$ cat src/rtl/core/utf8sd_pkg.sv
package utf8sd_pkg;

  localparam int CP_W = 21;
  localparam int BYTE_W = 8;

  // Result queue geometry; a decode step may push two results.
  localparam int QDEPTH = 4;
  localparam int QPTR_W = $clog2(QDEPTH);
  localparam int QCNT_W = $clog2(QDEPTH + 1);
  localparam int MAX_PUSH = 2;

  localparam logic [CP_W-1:0] CP_MAX = 21'h10FFFF;
  localparam logic [CP_W-1:0] SURR_LO = 21'h00D800;
  localparam logic [CP_W-1:0] SURR_HI = 21'h00DFFF;

  localparam logic [1:0] CONT_TAG = 2'b10;
  localparam logic [4:0] LEAD4_TAG = 5'b11110;
  localparam logic [3:0] LEAD3_TAG = 4'b1110;
  localparam logic [2:0] LEAD2_TAG = 3'b110;

  typedef struct packed {
    logic [CP_W-1:0] code_point;
    logic            error;
    logic            last;
  } result_t;

  // Results of one decode step, in emission order.
  typedef struct packed {
    logic [1:0] num;
    result_t    r0;
    result_t    r1;
  } dec_out_t;

endpackage

$ cat src/rtl/core/utf8sd_dec.sv
module utf8sd_dec
  import utf8sd_pkg::*;
(
  input  logic              clk,
  input  logic              rst_n,
  input  logic              step,
  input  logic [BYTE_W-1:0] byte_in,
  output dec_out_t          dec_out
);

  logic [1:0]      bytes_left_r, bytes_left_nxt;
  logic [CP_W-1:0] partial_r, partial_nxt;

  function automatic result_t mk_ok(input logic [CP_W-1:0] cp);
    result_t r;
    r.code_point = cp;
    r.error = 1'b0;
    r.last = 1'b0;
    return r;
  endfunction

  function automatic result_t mk_err();
    result_t r;
    r.code_point = '0;
    r.error = 1'b1;
    r.last = 1'b0;
    return r;
  endfunction

  always_comb begin
    logic            cont;
    logic            lead;
    logic [CP_W-1:0] pp;
    result_t         res [MAX_PUSH];
    logic [1:0]      k;

    cont = (byte_in[7:6] == CONT_TAG);
    lead = 1'b1;
    pp = {partial_r[CP_W-7:0], byte_in[5:0]};
    res[0] = mk_err();
    res[1] = mk_err();
    k = 2'd0;
    bytes_left_nxt = bytes_left_r;
    partial_nxt = partial_r;

    if (bytes_left_r != 2'd0) begin
      if (cont) begin
        lead = 1'b0;
        bytes_left_nxt = bytes_left_r - 2'd1;
        partial_nxt = pp;
        if (bytes_left_r == 2'd1) begin
          if (pp > CP_MAX || (pp >= SURR_LO && pp <= SURR_HI)) begin
            res[0] = mk_err();
          end else begin
            res[0] = mk_ok(pp);
          end
          k = 2'd1;
          partial_nxt = '0;
        end
      end else begin
        // Interrupted sequence: flag it, then decode this byte as a lead.
        res[0] = mk_err();
        k = 2'd1;
        bytes_left_nxt = 2'd0;
        partial_nxt = '0;
      end
    end

    if (lead) begin
      if (!byte_in[7]) begin
        res[k[0]] = mk_ok({{(CP_W-BYTE_W){1'b0}}, byte_in});
        k = k + 2'd1;
      end else if (byte_in[7:3] == LEAD4_TAG) begin
        partial_nxt = {{(CP_W-3){1'b0}}, byte_in[2:0]};
        bytes_left_nxt = 2'd3;
      end else if (byte_in[7:4] == LEAD3_TAG) begin
        partial_nxt = {{(CP_W-4){1'b0}}, byte_in[3:0]};
        bytes_left_nxt = 2'd2;
      end else if (byte_in[7:5] == LEAD2_TAG) begin
        partial_nxt = {{(CP_W-5){1'b0}}, byte_in[4:0]};
        bytes_left_nxt = 2'd1;
      end else begin
        res[k[0]] = mk_err();
        k = k + 2'd1;
      end
    end

    if (k == 2'd2) begin
      res[1].last = 1'b1;
    end else begin
      res[0].last = 1'b1;
    end

    dec_out.num = k;
    dec_out.r0 = res[0];
    dec_out.r1 = res[1];
  end

  always_ff @(posedge clk) begin
    if (!rst_n) begin
      bytes_left_r <= 2'd0;
      partial_r <= '0;
    end else if (step) begin
      bytes_left_r <= bytes_left_nxt;
      partial_r <= partial_nxt;
    end
  end

endmodule

$ cat src/rtl/core/utf8sd_rq.sv
module utf8sd_rq
  import utf8sd_pkg::*;
(
  input  logic              clk,
  input  logic              rst_n,
  input  logic              push,
  input  dec_out_t          push_data,
  input  logic              pop,
  output logic              not_empty,
  output logic [QCNT_W-1:0] count,
  output result_t           head
);

  result_t           mem_r [QDEPTH];
  logic [QPTR_W-1:0] wr_ptr_r, rd_ptr_r;
  logic [QCNT_W-1:0] cnt_r, cnt_nxt;
  logic [1:0]        n_push;
  logic [QPTR_W-1:0] wr_ptr1;

  assign n_push = push ? push_data.num : 2'd0;
  assign wr_ptr1 = wr_ptr_r + QPTR_W'(1);
  assign cnt_nxt = cnt_r + QCNT_W'(n_push) - QCNT_W'(pop);

  assign not_empty = (cnt_r != '0);
  assign count = cnt_r;
  assign head = mem_r[rd_ptr_r];

  always_ff @(posedge clk) begin
    if (n_push != 2'd0) begin
      mem_r[wr_ptr_r] <= push_data.r0;
    end
    if (n_push == 2'd2) begin
      mem_r[wr_ptr1] <= push_data.r1;
    end
  end

  always_ff @(posedge clk) begin
    if (!rst_n) begin
      wr_ptr_r <= '0;
      rd_ptr_r <= '0;
      cnt_r <= '0;
    end else begin
      wr_ptr_r <= wr_ptr_r + QPTR_W'(n_push);
      if (pop) begin
        rd_ptr_r <= rd_ptr_r + QPTR_W'(1);
      end
      cnt_r <= cnt_nxt;
    end
  end

endmodule

$ cat src/rtl/core/utf8_stream_decoder.sv
// UTF-8 stream decoder: takes one byte word per cycle while the result queue has
// room and delivers decoded code points with an error flag and a last flag marking
// the final result of each byte. A byte is registered on acceptance, decoded once
// the queue has room for two results, and its zero, one or two results enter a
// four-entry result queue whose head drives the output; the first result is thus
// offered after both the byte register and the queue have been written. The
// sequence state (continuation count and partial point) is updated in that single
// decode step, which is what allows one byte per cycle; a byte that yields two
// results is still delivered one result at a time. The input stays ready as long
// as the queue holds at most two results.
module utf8_stream_decoder
  import utf8sd_pkg::*;
(
  input  logic            clk,
  input  logic            rst_n,
  input  logic            in_valid,
  output logic            in_ready,
  input  logic [7:0]      in_byte_in,
  output logic            out_valid,
  input  logic            out_ready,
  output logic [CP_W-1:0] out_code_point,
  output logic            out_error,
  output logic            out_last
);

  logic              in_vld_r, in_vld_nxt;
  logic [BYTE_W-1:0] byte_r;
  logic              consume;
  logic              pop;
  logic              q_not_empty;
  logic [QCNT_W-1:0] q_count;
  dec_out_t          dec_out;
  result_t           head;

  // A held byte is decoded only when the queue has room for two results.
  assign consume = in_vld_r && (q_count <= QCNT_W'(QDEPTH - MAX_PUSH));
  assign in_ready = !in_vld_r || consume;
  assign in_vld_nxt = (in_valid && in_ready) ? 1'b1 : (consume ? 1'b0 : in_vld_r);

  always_ff @(posedge clk) begin
    if (!rst_n) begin
      in_vld_r <= 1'b0;
    end else begin
      in_vld_r <= in_vld_nxt;
    end
  end

  always_ff @(posedge clk) begin
    if (in_valid && in_ready) begin
      byte_r <= in_byte_in;
    end
  end

  utf8sd_dec u_dec (
    .clk     (clk),
    .rst_n   (rst_n),
    .step    (consume),
    .byte_in (byte_r),
    .dec_out (dec_out)
  );

  assign pop = q_not_empty && out_ready;

  utf8sd_rq u_rq (
    .clk       (clk),
    .rst_n     (rst_n),
    .push      (consume),
    .push_data (dec_out),
    .pop       (pop),
    .not_empty (q_not_empty),
    .count     (q_count),
    .head      (head)
  );

  assign out_valid = q_not_empty;
  assign out_code_point = head.code_point;
  assign out_error = head.error;
  assign out_last = head.last;

  a_q_bound: assert property (@(posedge clk) disable iff (!rst_n)
    q_count <= QCNT_W'(QDEPTH))
    else $error("result queue count exceeds its depth");

  a_pair_last: assert property (@(posedge clk) disable iff (!rst_n)
    consume && dec_out.num == 2'd2 |-> !dec_out.r0.last && dec_out.r1.last
      && dec_out.r0.error)
    else $error("two-result byte must lead with an error and end on last");

  a_err_zero: assert property (@(posedge clk) disable iff (!rst_n)
    out_valid && out_error |-> out_code_point == '0)
    else $error("error result carries a nonzero code point");

  a_push_room: assert property (@(posedge clk) disable iff (!rst_n)
    consume |=> q_count <= QCNT_W'(QDEPTH))
    else $error("decode step overran the result queue");

endmodule

$ cat config.mk
export PLATFORM = sky130hd
export DESIGN_NAME = utf8_stream_decoder
export DESIGN_NICKNAME = d
export VERILOG_FILES = /design/src/rtl/core/utf8sd_pkg.sv /design/src/rtl/core/utf8sd_dec.sv /design/src/rtl/core/utf8sd_rq.sv /design/src/rtl/core/utf8_stream_decoder.sv
export SDC_FILE = /design/constraint.sdc
export NUM_CORES = 1
export LEC_CHECK = 0
export ABC_CLOCK_PERIOD_IN_PS = 3900
export BUFFER_PORTS_ARGS = -buffer_cell sky130_fd_sc_hd__buf_2
export CAP_MARGIN = 20
export CORE_UTILIZATION = 54
export CTS_CLUSTER_SIZE = 24
export DETAILED_ROUTE_END_ITERATION = 12
export PLACE_DENSITY = 0.72
export SYNTH_ARGS = -nofsm -noshare
export SYNTH_HDL_FRONTEND = slang
export SYNTH_SLANG_ARGS = --single-unit
$ cat constraint.sdc
create_clock -name clk -period 3.9 [get_ports clk]
set_input_delay 0.585 -clock clk [delete_from_list [all_inputs] [get_ports clk]]
set_output_delay 0.585 -clock clk [all_outputs]
set_load 0.01 [all_outputs]
==> flow_results.xml, run 1 <==
<?xml version="1.0" encoding="UTF-8"?>
<metrics>
  <group name="flow_run">
    <metric name="cap_violations" unit="">0</metric>
  </group>
  <group name="power">
    <metric name="cellLeakagePower" unit="nW">2.50</metric>
    <metric name="report.power.total" unit="W">0.00411</metric>
    <metric name="pwr_density_cell" unit="nW/µm²">604</metric>
    <metric name="highest_ir_drop_seen_on_vdd" unit="mV">0.318</metric>
  </group>
  <group name="worst_setup_path">
    <metric name="worst_setup_path_start_kind" unit="">register</metric>
    <metric name="cp_max_fo" unit="">15</metric>
    <metric name="crit_required" unit="ns">4.31</metric>
    <metric name="critical_path_arrival" unit="ns">3.65</metric>
    <metric name="critical_path_class" unit="">reg -&gt; reg</metric>
    <metric name="worstSetupEndpointType" unit="">register</metric>
  </group>
  <group name="clock_tree">
    <metric name="cts_setup_buffers" unit="">0</metric>
    <metric name="cts_max_level" unit="">4</metric>
    <metric name="cts-root-to-sink-buffers" unit="">2</metric>
    <metric name="cts_inserted_buffers" unit="">17</metric>
    <metric name="tritoncts" unit="">yes</metric>
    <metric name="cts.repair.resized" unit="">0</metric>
    <metric name="clkTransAtPathRegs" unit="ns">0.06</metric>
    <metric name="ctsRootBufferMaster" unit="">sky130_fd_sc_hd__clkbuf_8</metric>
    <metric name="clock-sinks" unit="">127</metric>
    <metric name="insertion_delay" unit="ns">0.52</metric>
    <metric name="ctsHoldBuffers" unit="">0</metric>
  </group>
  <group name="run_status">
    <metric name="outcome" unit="">finished clean</metric>
  </group>
  <group name="drt">
    <metric name="route.detailed.drc" unit="">0</metric>
    <metric name="top_layer" unit="">met4</metric>
    <metric name="drt-total-wl" unit="µm">11800</metric>
    <metric name="avgViaCountPerCell" unit="">5.90</metric>
    <metric name="met2RoutedLength" unit="µm">6210</metric>
    <metric name="drt_iter0_drc" unit="">254</metric>
    <metric name="wirelength_met1" unit="µm">4780</metric>
    <metric name="first_pass_iters" unit="">5</metric>
    <metric name="wl_met3" unit="µm">710</metric>
    <metric name="wire_per_inst" unit="µm">19.1</metric>
    <metric name="detail-route-antenna-nets" unit="">0</metric>
    <metric name="via_total_after_detailed_routing" unit="">3663</metric>
  </group>
  <group name="finish">
    <metric name="antennaDiodeCount" unit="">0</metric>
    <metric name="mostFrequentLayoutCell" unit="">sky130_fd_sc_hd__edfxtp_1</metric>
    <metric name="area.growth.synth_to_final" unit="%">17.0</metric>
    <metric name="drive_gt1_share" unit="%">23.1</metric>
    <metric name="final_net_count" unit="">492</metric>
    <metric name="most_frequent_cells_in_the_layout" unit="">sky130_fd_sc_hd__edfxtp_1, sky130_fd_sc_hd__and3_1, sky130_fd_sc_hd__buf_2</metric>
    <metric name="layout.cell_area.non_filler" unit="µm²">6800</metric>
  </group>
  <group name="floorplanning">
    <metric name="die-width" unit="µm">106</metric>
    <metric name="die_h" unit="µm">106</metric>
    <metric name="core-area" unit="µm²">10400</metric>
    <metric name="start_util" unit="%">56.0</metric>
    <metric name="num_io_pins" unit="">37</metric>
    <metric name="die-area" unit="µm²">11200</metric>
    <metric name="rows" unit="">37</metric>
  </group>
  <group name="synthesis">
    <metric name="async_flop_share" unit="%">0</metric>
    <metric name="mean_post_synth_cell_area" unit="µm²">13.3</metric>
    <metric name="postSynthRegisterBits" unit="">127</metric>
    <metric name="post_synth_instance_area" unit="µm²">5810</metric>
    <metric name="synth.largest_area_cell" unit="">sky130_fd_sc_hd__edfxtp_1</metric>
    <metric name="syn-num-nets" unit="">456</metric>
    <metric name="synth.yosys.seq_area_share" unit="%">61.0</metric>
    <metric name="synth_enable_flop_cells" unit="">100</metric>
    <metric name="yosysUniqueCellTypes" unit="">52</metric>
    <metric name="yosysTopAreaCellShare" unit="%">51.7</metric>
    <metric name="synthFlopType" unit="">sky130_fd_sc_hd__edfxtp_1</metric>
    <metric name="postSynthCellCount" unit="">436</metric>
    <metric name="ys_top_cells_by_area" unit="">sky130_fd_sc_hd__edfxtp_1, sky130_fd_sc_hd__dfxtp_1, sky130_fd_sc_hd__mux4_2</metric>
    <metric name="synthesis.yosys.warnings" unit="">0</metric>
  </group>
  <group name="timing">
    <metric name="max_freq" unit="MHz">309</metric>
    <metric name="sum_of_negative_setup_slack" unit="ns">0</metric>
    <metric name="final-max-slew-violation-count" unit="">0</metric>
    <metric name="setup_violations_final" unit="">0</metric>
    <metric name="hold_violations" unit="">0</metric>
    <metric name="fin_crit" unit="ns">3.24</metric>
    <metric name="holdWs" unit="ns">0.243</metric>
    <metric name="layout_worst_path_cycle_share" unit="%">83.0</metric>
    <metric name="slew_headroom" unit="%">52.7</metric>
    <metric name="unrepaired_setup_endpoints_after_global_routing" unit="">false</metric>
    <metric name="timing.clock.skew" unit="ns">0.00716</metric>
    <metric name="tightest_slew" unit="ns">0.706</metric>
  </group>
  <group name="global_routing">
    <metric name="globalRouteOverflowTotal" unit="">0</metric>
    <metric name="grt_pass1_wl" unit="µm">19200</metric>
    <metric name="all_layer_global_routing_usage" unit="%">23.3</metric>
    <metric name="grt_max_degree" unit="">58</metric>
    <metric name="antenna_violations_before_repair" unit="">0</metric>
    <metric name="grt_pass1_vias" unit="">3646</metric>
  </group>
  <group name="placement">
    <metric name="detailedPlacementHpwl" unit="µm">7230</metric>
    <metric name="gp_congestion" unit="">0.863</metric>
    <metric name="placed_area" unit="µm²">6170</metric>
    <metric name="buffer_ports.inserted" unit="">36</metric>
  </group>
  <group name="min_path">
    <metric name="worstHoldPathType" unit="">in -&gt; reg</metric>
  </group>
</metrics>
[cell families (layout without fill, tap and decap cells)]
family	count (synthesis)	in the layout	share of synthesized area, %
AND/OR/NAND/NOR	158	158	16.0
multiplexers	23	23	8.91
AO/OA/AOI/OAI	74	74	8.66
buffers and inverters	40	89	2.71
XOR/XNOR	6	6	0.905
flip-flops	127	127	61.0
adder cells (fa/ha/maj)	8	8	1.85
[routing by layer]
metal / vias up / track usage (%)
li1: 1740 / -
met4: 0 / 8.93
met2: 112 / 38.3
met3: 10 / 5.88
met1: 1801 / 29.7
met5: - / 0
[critical path, cell delays in order, from the launching register on]
cell and delay, ns:
sky130_fd_sc_hd__edfxtp_1 0.59, sky130_fd_sc_hd__nand2_1 0.19, sky130_fd_sc_hd__or2_2 0.34, sky130_fd_sc_hd__ha_1 0.21, sky130_fd_sc_hd__o211ai_1 0.14, sky130_fd_sc_hd__a21oi_1 0.12
sky130_fd_sc_hd__o21ai_1 0.35, sky130_fd_sc_hd__ha_1 0.32, sky130_fd_sc_hd__fa_1 0.43, sky130_fd_sc_hd__xor2_1 0.16, sky130_fd_sc_hd__xnor2_1 0.13, sky130_fd_sc_hd__and2_1 0.16
[Yosys cell counts, drive strengths merged, types with 12 or more instances]
library cell and count:
edfxtp 100, and3 58, and2 27, dfxtp 27, clkbuf 23, mux4 23, nand2 19, a21oi 17
nor2b 17, a22oi 14, nor2 12, o21ai 12
[registers in the layout, indices dropped and copies added (netlist names), named ones only]
signal / flops
u_rq.mem_r: 92
u_dec.partial_r: 15
byte_r: 8
u_rq.count: 3
u_dec.bytes_left_r: 2
u_rq.rd_ptr_r: 2
u_rq.wr_ptr_r: 2
in_vld_r: 1
[power by group]
part,switching (W),total (W),internal [W]
Combinational,0.000428,0.000815,0.000387
Clock,0.000545,0.00164,0.00110
Sequential,0.0000720,0.00165,0.00158
[final cells by class]
class                           instances  area, µm²
Timing Repair Buffer                   46        275
Clock buffer                           20        425
Fill cell                             789       3570
Sequential cell                       127       3540
Tap cell                              136        170
Inverter                               11       41.3
Multi-Input combinational cell        269       2150
Clock inverter                         12        191
[per-stage QoR]
stage               instances  worst slack [ns]  utilization, %
global placement          587             0.788            59.3
floorplan                 436            0.0322               -
global route              621             0.359            65.6
detailed placement        588             0.669            59.5
finish                    621             0.662            65.6
CTS                       620             0.665            65.5
[final timing paths]
kind,from,endpoint,slack [ns],depth (start not counted)
setup / recovery,byte_r[7]$_DFFE_PP_,u_rq.count[2]$_SDFF_PN0_,0.66,11
hold / removal,in_byte_in[6],byte_r[6]$_DFFE_PP_,0.24,1
setup reg to reg,byte_r[7]$_DFFE_PP_,u_rq.count[2]$_SDFF_PN0_,0.66,11
hold reg to reg,in_vld_r$_SDFFE_PN0P_,in_vld_r$_SDFFE_PN0P_,0.57,2
No activity file was read; power rests on OpenSTA's default activity.
==> inputs of run 2 (changes only) <==
- ABC_CLOCK_PERIOD_IN_PS: 3900 -> 3300
- CORE_UTILIZATION: 54 -> 60
- PLACE_DENSITY: 0.72 -> 0.76
- clock period: 3.9 -> 3.3 ns (I/O delays scaled with it)
==> run 2 against run 1 <==
Net effect: count of clock-buffer cells in the layout is 1 higher; design area is 0.99% lower; combinational power is 19% higher; critical path type unchanged; largest power group unchanged.
==> flow_results.xml, run 2 (same netlist as run 1, synthesis figures left out) <==
<?xml version="1.0" encoding="UTF-8"?>
<metrics>
  <group name="run_status">
    <metric name="outcome" unit="">finished clean</metric>
  </group>
  <group name="finish">
    <metric name="mostFrequentLayoutCell" unit="">sky130_fd_sc_hd__edfxtp_1</metric>
    <metric name="final_core_utilization" unit="%">72.2</metric>
    <metric name="most_frequent_cells_in_the_layout" unit="">sky130_fd_sc_hd__edfxtp_1, sky130_fd_sc_hd__and3_1, sky130_fd_sc_hd__buf_2</metric>
    <metric name="largest_register_ff_count" unit="">92</metric>
    <metric name="antennaDiodeCount" unit="">0</metric>
    <metric name="top_regs" unit="">u_rq.mem_r (92), u_dec.partial_r (15), byte_r (8)</metric>
    <metric name="final_net_count" unit="">493</metric>
    <metric name="largest-register" unit="">u_rq.mem_r</metric>
    <metric name="drive_gt1_share" unit="%">23.3</metric>
    <metric name="layout.cell_area.non_filler" unit="µm²">6730</metric>
    <metric name="area.growth.synth_to_final" unit="%">15.8</metric>
  </group>
  <group name="timing">
    <metric name="sum_of_negative_setup_slack" unit="ns">0</metric>
    <metric name="max_freq" unit="MHz">342</metric>
    <metric name="timing.clock.skew" unit="ns">0.00963</metric>
    <metric name="setup_violations_final" unit="">0</metric>
    <metric name="holdWs" unit="ns">0.148</metric>
    <metric name="unrepaired_setup_endpoints_after_global_routing" unit="">false</metric>
    <metric name="slew_headroom" unit="%">49.2</metric>
    <metric name="tightest_slew" unit="ns">0.760</metric>
    <metric name="layout_worst_path_cycle_share" unit="%">88.5</metric>
    <metric name="fin_crit" unit="ns">2.92</metric>
    <metric name="final-max-slew-violation-count" unit="">0</metric>
    <metric name="hold_violations" unit="">0</metric>
  </group>
  <group name="drt">
    <metric name="avgViaCountPerCell" unit="">6.04</metric>
    <metric name="wire_per_inst" unit="µm">19.0</metric>
    <metric name="drt_iter0_drc" unit="">231</metric>
    <metric name="via_total_after_detailed_routing" unit="">3713</metric>
    <metric name="first_pass_iters" unit="">5</metric>
    <metric name="drt-total-wl" unit="µm">11700</metric>
    <metric name="detail-route-antenna-nets" unit="">0</metric>
    <metric name="route.detailed.drc" unit="">0</metric>
  </group>
  <group name="global_routing">
    <metric name="grt_pass1_vias" unit="">3637</metric>
    <metric name="antenna_violations_before_repair" unit="">0</metric>
    <metric name="grt_pass1_wl" unit="µm">18500</metric>
    <metric name="globalRouteOverflowTotal" unit="">0</metric>
    <metric name="grt_max_degree" unit="">58</metric>
    <metric name="all_layer_global_routing_usage" unit="%">25.1</metric>
  </group>
  <group name="power">
    <metric name="cellLeakagePower" unit="nW">2.48</metric>
    <metric name="power.clock.fraction" unit="%">38.2</metric>
    <metric name="switchingPower" unit="W">0.00124</metric>
    <metric name="power.share.sequential" unit="%">41.2</metric>
    <metric name="netSwitchingFraction" unit="%">26.4</metric>
    <metric name="highest_ir_drop_seen_on_vdd" unit="mV">0.495</metric>
    <metric name="internal_power" unit="W">0.00347</metric>
    <metric name="logic_gate_share_of_total_power" unit="%">20.5</metric>
    <metric name="pwr_density_cell" unit="nW/µm²">700</metric>
    <metric name="report.power.total" unit="W">0.00471</metric>
  </group>
  <group name="clock_tree">
    <metric name="clkTransAtPathRegs" unit="ns">0.06</metric>
    <metric name="insertion_delay" unit="ns">0.52</metric>
    <metric name="clock-sinks" unit="">127</metric>
    <metric name="ctsRootBufferMaster" unit="">sky130_fd_sc_hd__clkbuf_8</metric>
    <metric name="cts_inserted_buffers" unit="">17</metric>
    <metric name="cts_max_level" unit="">4</metric>
    <metric name="cts-root-to-sink-buffers" unit="">2</metric>
    <metric name="tritoncts" unit="">yes</metric>
    <metric name="cts.repair.resized" unit="">0</metric>
    <metric name="ctsHoldBuffers" unit="">0</metric>
    <metric name="cts_setup_buffers" unit="">0</metric>
  </group>
  <group name="placement">
    <metric name="gp_congestion" unit="">0.897</metric>
    <metric name="buffer_ports.inserted" unit="">36</metric>
    <metric name="detailedPlacementHpwl" unit="µm">7030</metric>
    <metric name="placed_area" unit="µm²">6150</metric>
  </group>
  <group name="floorplanning">
    <metric name="core-area" unit="µm²">9330</metric>
    <metric name="die-width" unit="µm">100</metric>
    <metric name="num_io_pins" unit="">37</metric>
    <metric name="rows" unit="">35</metric>
    <metric name="die_h" unit="µm">100</metric>
    <metric name="die-area" unit="µm²">10100</metric>
    <metric name="start_util" unit="%">62.3</metric>
  </group>
  <group name="min_path">
    <metric name="holdPathEnd" unit="">byte_r[4]$_DFFE_PP_</metric>
    <metric name="min-delay-start" unit="">in_byte_in[4]</metric>
    <metric name="worstHoldPathType" unit="">in -&gt; reg</metric>
    <metric name="whs_path_depth" unit="">1</metric>
  </group>
  <group name="worst_setup_path">
    <metric name="cell_type_of_the_slowest_stage_on_the_worst_timing_path" unit="">sky130_fd_sc_hd__dfxtp_1</metric>
    <metric name="timing.critical_path.slowest_cell_delay" unit="ns">0.44</metric>
    <metric name="critical_path_class" unit="">reg -&gt; reg</metric>
    <metric name="worstSetupEndpointType" unit="">register</metric>
    <metric name="reg2reg_setup_slack" unit="ns">0.38</metric>
    <metric name="cp_max_fo" unit="">8</metric>
    <metric name="timing.rr.start" unit="">u_dec.bytes_left_r[0]$_SDFFE_PN0P_</metric>
    <metric name="worst_r2r_path_depth" unit="">13</metric>
    <metric name="worst_setup_path_start_kind" unit="">register</metric>
    <metric name="rr_endpoint" unit="">u_rq.count[2]$_SDFF_PN0_</metric>
    <metric name="crit_required" unit="ns">3.72</metric>
    <metric name="critical_path.cell_chain" unit="">inv_1 &gt; ha_1 &gt; nor2_1 &gt; nand3_1 &gt; o22ai_1 &gt; nor2_1 &gt; nor2_1 &gt; ha_1 &gt; inv_1 &gt; fa_1 &gt; xor2_1 &gt; xnor2_1 &gt; and2_1</metric>
    <metric name="critical_path_arrival" unit="ns">3.34</metric>
    <metric name="crit_path_frequent_cell" unit="">sky130_fd_sc_hd__nor2_1</metric>
  </group>
  <group name="flow_run">
    <metric name="cap_violations" unit="">0</metric>
  </group>
</metrics>
run 2: critical path, delay by kind of cell, from the launching register on:
family	cells	cell delay (ns)
compound gates	1	0.31
buf+inv	2	0.14
flops	1	0.44
fa+ha+maj	3	0.84
simple gates	5	0.79
xor+xnor	2	0.30
run 2: stage by stage:
step                setup slack [ns]  cells
floorplan                     0.0525    436
global placement               0.541    582
detailed placement             0.417    582
CTS                            0.379    614
global route                   0.129    615
finish                         0.379    615
run 2: worst max path at each step:
stage	depth (start not counted)	slack, ns	end	startpoint
after floorplan	7	0.05	u_rq.mem_r[3][0]$_DFFE_PP_	byte_r[7]$_DFFE_PP_
after global placement	13	0.54	u_rq.count[2]$_SDFF_PN0_	u_dec.bytes_left_r[0]$_SDFFE_PN0P_
after detailed placement	13	0.42	u_rq.count[2]$_SDFF_PN0_	u_dec.bytes_left_r[0]$_SDFFE_PN0P_
after CTS	13	0.38	u_rq.count[2]$_SDFF_PN0_	u_dec.bytes_left_r[0]$_SDFFE_PN0P_
after global routing	13	0.13	u_rq.count[2]$_SDFF_PN0_	u_dec.bytes_left_r[0]$_SDFFE_PN0P_
final	13	0.38	u_rq.count[2]$_SDFF_PN0_	u_dec.bytes_left_r[0]$_SDFFE_PN0P_
run 2: final cells by class:
type | instances | area, µm²
Sequential cell | 127 | 3540
Fill cell | 639 | 2600
Multi-Input combinational cell | 269 | 2150
Clock buffer | 21 | 429
Timing Repair Buffer | 47 | 263
Tap cell | 129 | 161
Clock inverter | 11 | 141
Inverter | 11 | 41.3
run 2: metal layers:
| metal | wire length, µm | vias up | share of wire, % | track usage, % |
|---|---|---|---|---|
| met5 | 0 | - | 0 | 0 |
| met4 | 275 | 0 | 2.4 | 9.92 |
| met3 | 550 | 24 | 4.7 | 5.15 |
| met2 | 5920 | 116 | 51 | 43.5 |
| met1 | 4930 | 1842 | 42 | 30.8 |
| li1 | - | 1731 | - | - |
run 2: power groups by stage:
stage	Combinational, W	Clock, W	Sequential, W
CTS	0.000977	0.00180	0.00194
finish	0.000967	0.00180	0.00194
global route	0.00107	0.00187	0.00196
global placement	0.000955	0	0.00197
floorplan	0.000705	0	0.00195
detailed placement	0.000971	0	0.00197
==> inputs of run 3 (changes only) <==
- CORE_UTILIZATION: 60 -> 61
- PLACE_DENSITY: 0.76 -> 0.77
- SYNTH_HIERARCHICAL: default -> 1
==> run 3 against run 2 <==
Net effect: worst setup slack worse by 0.21 ns; flip-flop and latch count unchanged; largest power group unchanged; non-clock buffer count up 11; final cell count up 4.7%; first-iteration DRC count up 23%; maximum frequency down 6.7%; clock power down 7%; register-to-register slack worse by 0.21 ns; combinational power down 8.6%; hold slack better by 0.0035 ns; critical endpoint is now u_rq/count[2]$_SDFF_PN0_.
==> flow_results.xml, run 3 <==
<?xml version="1.0" encoding="UTF-8"?>
<metrics>
  <group name="placement">
    <metric name="gp_congestion" unit="">0.818</metric>
    <metric name="place_inst" unit="">612</metric>
    <metric name="detailedPlacementHpwl" unit="µm">8220</metric>
    <metric name="buffer_ports.inserted" unit="">36</metric>
  </group>
  <group name="worst_setup_path">
    <metric name="timing.critical_path.slowest_cell_delay" unit="ns">0.49</metric>
    <metric name="critical_path.cell_chain" unit="">a31oi_1 &gt; ha_1 &gt; o31a_1 &gt; o22a_1 &gt; nand2_1 &gt; ha_1 &gt; inv_1 &gt; ha_1 &gt; inv_1 &gt; fa_1 &gt; xor2_1 &gt; xnor2_1 &gt; and2_1</metric>
    <metric name="critical_path_arrival" unit="ns">3.54</metric>
    <metric name="crit_required" unit="ns">3.71</metric>
    <metric name="cp_max_fo" unit="">8</metric>
    <metric name="critical_path_class" unit="">reg -&gt; reg</metric>
    <metric name="cp_top_delay_family" unit="">adder cells</metric>
    <metric name="crit_buf_inv" unit="">2</metric>
    <metric name="worstSetupEndpointType" unit="">register</metric>
    <metric name="worst_setup_path_start_kind" unit="">register</metric>
    <metric name="cell_type_of_the_slowest_stage_on_the_worst_timing_path" unit="">sky130_fd_sc_hd__edfxtp_1</metric>
    <metric name="crit_path_frequent_cell" unit="">sky130_fd_sc_hd__ha_1</metric>
  </group>
  <group name="finish">
    <metric name="most_frequent_cells_in_the_layout" unit="">sky130_fd_sc_hd__edfxtp_1, sky130_fd_sc_hd__mux2_2, sky130_fd_sc_hd__buf_2</metric>
    <metric name="largest_register_ff_count" unit="">92</metric>
    <metric name="nFillCells" unit="">727</metric>
    <metric name="final_cells" unit="">644</metric>
    <metric name="top_regs" unit="">u_rq/mem_r (92), u_dec/partial_r (15), byte_r (8)</metric>
    <metric name="final_net_count" unit="">515</metric>
    <metric name="antennaDiodeCount" unit="">0</metric>
    <metric name="drive_gt1_share" unit="%">42.1</metric>
    <metric name="mostFrequentLayoutCell" unit="">sky130_fd_sc_hd__edfxtp_1</metric>
    <metric name="area.growth.synth_to_final" unit="%">13.8</metric>
    <metric name="largest-register" unit="">u_rq/mem_r</metric>
  </group>
  <group name="synthesis">
    <metric name="synth.largest_area_cell" unit="">sky130_fd_sc_hd__edfxtp_1</metric>
    <metric name="synth_enable_flop_cells" unit="">100</metric>
    <metric name="yosysUniqueCellTypes" unit="">58</metric>
    <metric name="ys_top_cells_by_area" unit="">sky130_fd_sc_hd__edfxtp_1, sky130_fd_sc_hd__mux2_2, sky130_fd_sc_hd__dfxtp_1</metric>
    <metric name="postSynthRegisterBits" unit="">127</metric>
    <metric name="synth.yosys.seq_area_share" unit="%">54.3</metric>
    <metric name="post-synth-top-count-cell" unit="">sky130_fd_sc_hd__edfxtp_1</metric>
    <metric name="post_synth_instance_area" unit="µm²">6530</metric>
    <metric name="synthesis.yosys.warnings" unit="">6</metric>
    <metric name="yosysTopAreaCellShare" unit="%">46.0</metric>
    <metric name="mean_post_synth_cell_area" unit="µm²">14.9</metric>
    <metric name="postSynthCellCount" unit="">439</metric>
    <metric name="synthFlopType" unit="">sky130_fd_sc_hd__edfxtp_1</metric>
    <metric name="async_flop_share" unit="%">0</metric>
    <metric name="ys_top_cells_by_count" unit="">sky130_fd_sc_hd__edfxtp_1, sky130_fd_sc_hd__mux2_2, sky130_fd_sc_hd__and2_1</metric>
  </group>
  <group name="power">
    <metric name="pwr_density_cell" unit="nW/µm²">599</metric>
    <metric name="highest_ir_drop_seen_on_vdd" unit="mV">0.379</metric>
    <metric name="report.power.total" unit="W">0.00445</metric>
    <metric name="cellLeakagePower" unit="nW">2.83</metric>
  </group>
  <group name="global_routing">
    <metric name="grt_max_degree" unit="">24</metric>
    <metric name="antenna_violations_before_repair" unit="">0</metric>
    <metric name="all_layer_global_routing_usage" unit="%">26.0</metric>
    <metric name="grt_pass1_vias" unit="">4072</metric>
    <metric name="grt_pass1_wl" unit="µm">21200</metric>
    <metric name="globalRouteOverflowTotal" unit="">0</metric>
  </group>
  <group name="clock_tree">
    <metric name="clkTransAtPathRegs" unit="ns">0.06</metric>
    <metric name="clock-sinks" unit="">127</metric>
    <metric name="ctsRootBufferMaster" unit="">sky130_fd_sc_hd__clkbuf_8</metric>
    <metric name="insertion_delay" unit="ns">0.52</metric>
    <metric name="cts.repair.resized" unit="">0</metric>
    <metric name="cts_inserted_buffers" unit="">17</metric>
    <metric name="ctsHoldBuffers" unit="">0</metric>
    <metric name="tritoncts" unit="">yes</metric>
    <metric name="cts_setup_buffers" unit="">0</metric>
    <metric name="cts-root-to-sink-buffers" unit="">2</metric>
    <metric name="cts_max_level" unit="">4</metric>
  </group>
  <group name="timing">
    <metric name="timing.clock.skew" unit="ns">0.00737</metric>
    <metric name="setup_violations_final" unit="">0</metric>
    <metric name="layout_worst_path_cycle_share" unit="%">94.8</metric>
    <metric name="tightest_slew" unit="ns">0.842</metric>
    <metric name="unrepaired_setup_endpoints_after_global_routing" unit="">false</metric>
    <metric name="final-max-slew-violation-count" unit="">0</metric>
    <metric name="hold_violations" unit="">0</metric>
    <metric name="sum_of_negative_setup_slack" unit="ns">0</metric>
    <metric name="max_freq" unit="MHz">320</metric>
    <metric name="fin_crit" unit="ns">3.13</metric>
    <metric name="slew_headroom" unit="%">43.7</metric>
  </group>
  <group name="floorplanning">
    <metric name="die_h" unit="µm">105</metric>
    <metric name="core-area" unit="µm²">10400</metric>
    <metric name="die-width" unit="µm">105</metric>
    <metric name="rows" unit="">37</metric>
    <metric name="die-area" unit="µm²">11100</metric>
    <metric name="num_io_pins" unit="">37</metric>
    <metric name="start_util" unit="%">62.9</metric>
  </group>
  <group name="drt">
    <metric name="first_pass_iters" unit="">5</metric>
    <metric name="drt_iter0_drc" unit="">285</metric>
    <metric name="avgViaCountPerCell" unit="">5.95</metric>
    <metric name="drt-total-wl" unit="µm">13200</metric>
    <metric name="detail-route-antenna-nets" unit="">0</metric>
    <metric name="route.detailed.drc" unit="">0</metric>
    <metric name="via_total_after_detailed_routing" unit="">3833</metric>
    <metric name="wire_per_inst" unit="µm">20.4</metric>
  </group>
  <group name="min_path">
    <metric name="worstHoldPathType" unit="">in -&gt; reg</metric>
  </group>
  <group name="flow_run">
    <metric name="cap_violations" unit="">0</metric>
  </group>
  <group name="run_status">
    <metric name="outcome" unit="">finished clean</metric>
  </group>
</metrics>
==> run 3: cell types whose count changed after synthesis, sizes merged, moves of 5 or more <==
cell / delta
a22oi: -13
a22o: +13
and3: -57
nor2b: -7
o21ai: -7
mux2: +93
nand3: -5
a21oi: -13
buf: +23
clkbuf: -18
==> run 3: power breakdown <==
part	switching, W	internal (W)
combinational	0.000444	0.000439
sequential	0.0000560	0.00183
clock	0.000623	0.00106
==> run 3: layout make-up <==
class                   count  area, µm²  share of cell area, %
clock buffers              23        437                   5.88
clock inverters             9       92.6                   1.25
flip-flops and latches    127       3540                   47.7
multi-input cells         281       2800                   37.7
repair buffers             58        345                   4.65
well taps                 136        170                   2.29
inverters                  10       37.5                  0.505
==> run 3: worst register-to-register path, delay by kind of cell, from the launching register on <==
family          cells  cell delay (ns)
compound gates      3             0.87
simple gates        2             0.27
buf+inv             2             0.10
fa+ha+maj           4             1.02
flops               1             0.49
xor+xnor            2             0.28
==> run 3: kinds of logic (layout without fill, tap and decap cells) <==
family | after synthesis | count (layout) | share of synthesized area [%]
multiplexers | 116 | 116 | 25.1
AO/OA/AOI/OAI | 44 | 44 | 5.44
buffers and inverters | 44 | 100 | 3.80
flip-flops | 127 | 127 | 54.3
other | 1 | 14 | 0.0574
XOR/XNOR | 6 | 6 | 0.805
AND/OR/NAND/NOR | 93 | 93 | 8.84
adder cells (fa/ha/maj) | 8 | 8 | 1.65
==> run 3: per-stage QoR <==
| stage | worst slack (ns) | utilization [%] | cell area, µm² | hold slack [ns] |
|---|---|---|---|---|
| CTS | 0.173 | 71.6 | 7430 | 0.132 |
| detailed placement | 0.175 | 66.5 | 6900 | 0.505 |
| finish | 0.171 | 71.6 | 7430 | 0.152 |
| global placement | 0.293 | 66.5 | 6900 | 0.502 |
| global route | 0.0249 | 71.6 | 7430 | 0.126 |
| floorplan | 0.259 | - | 6580 | 0.449 |
==> run 3: layer usage <==
| metal | vias up | routed length, µm | GRT usage, % |
|---|---|---|---|
| met4 | 0 | 282 | 11.2 |
| met1 | 1894 | 5360 | 31.8 |
| met2 | 128 | 6920 | 45.0 |
| met5 | - | 0 | 0 |
| met3 | 30 | 607 | 5.19 |
| li1 | 1781 | - | - |
==> run 3: worst paths after layout <==
kind	start	end	cells past startpoint	slack [ns]
min reg2reg	u_dec/bytes_left_r[1]$_SDFFE_PN0P_	u_dec/bytes_left_r[1]$_SDFFE_PN0P_	2	0.52
min	in_byte_in[5]	byte_r[5]$_DFFE_PP_	1	0.15
max reg2reg	byte_r[7]$_DFFE_PP_	u_rq/count[2]$_SDFF_PN0_	13	0.17
max	byte_r[7]$_DFFE_PP_	u_rq/count[2]$_SDFF_PN0_	13	0.17
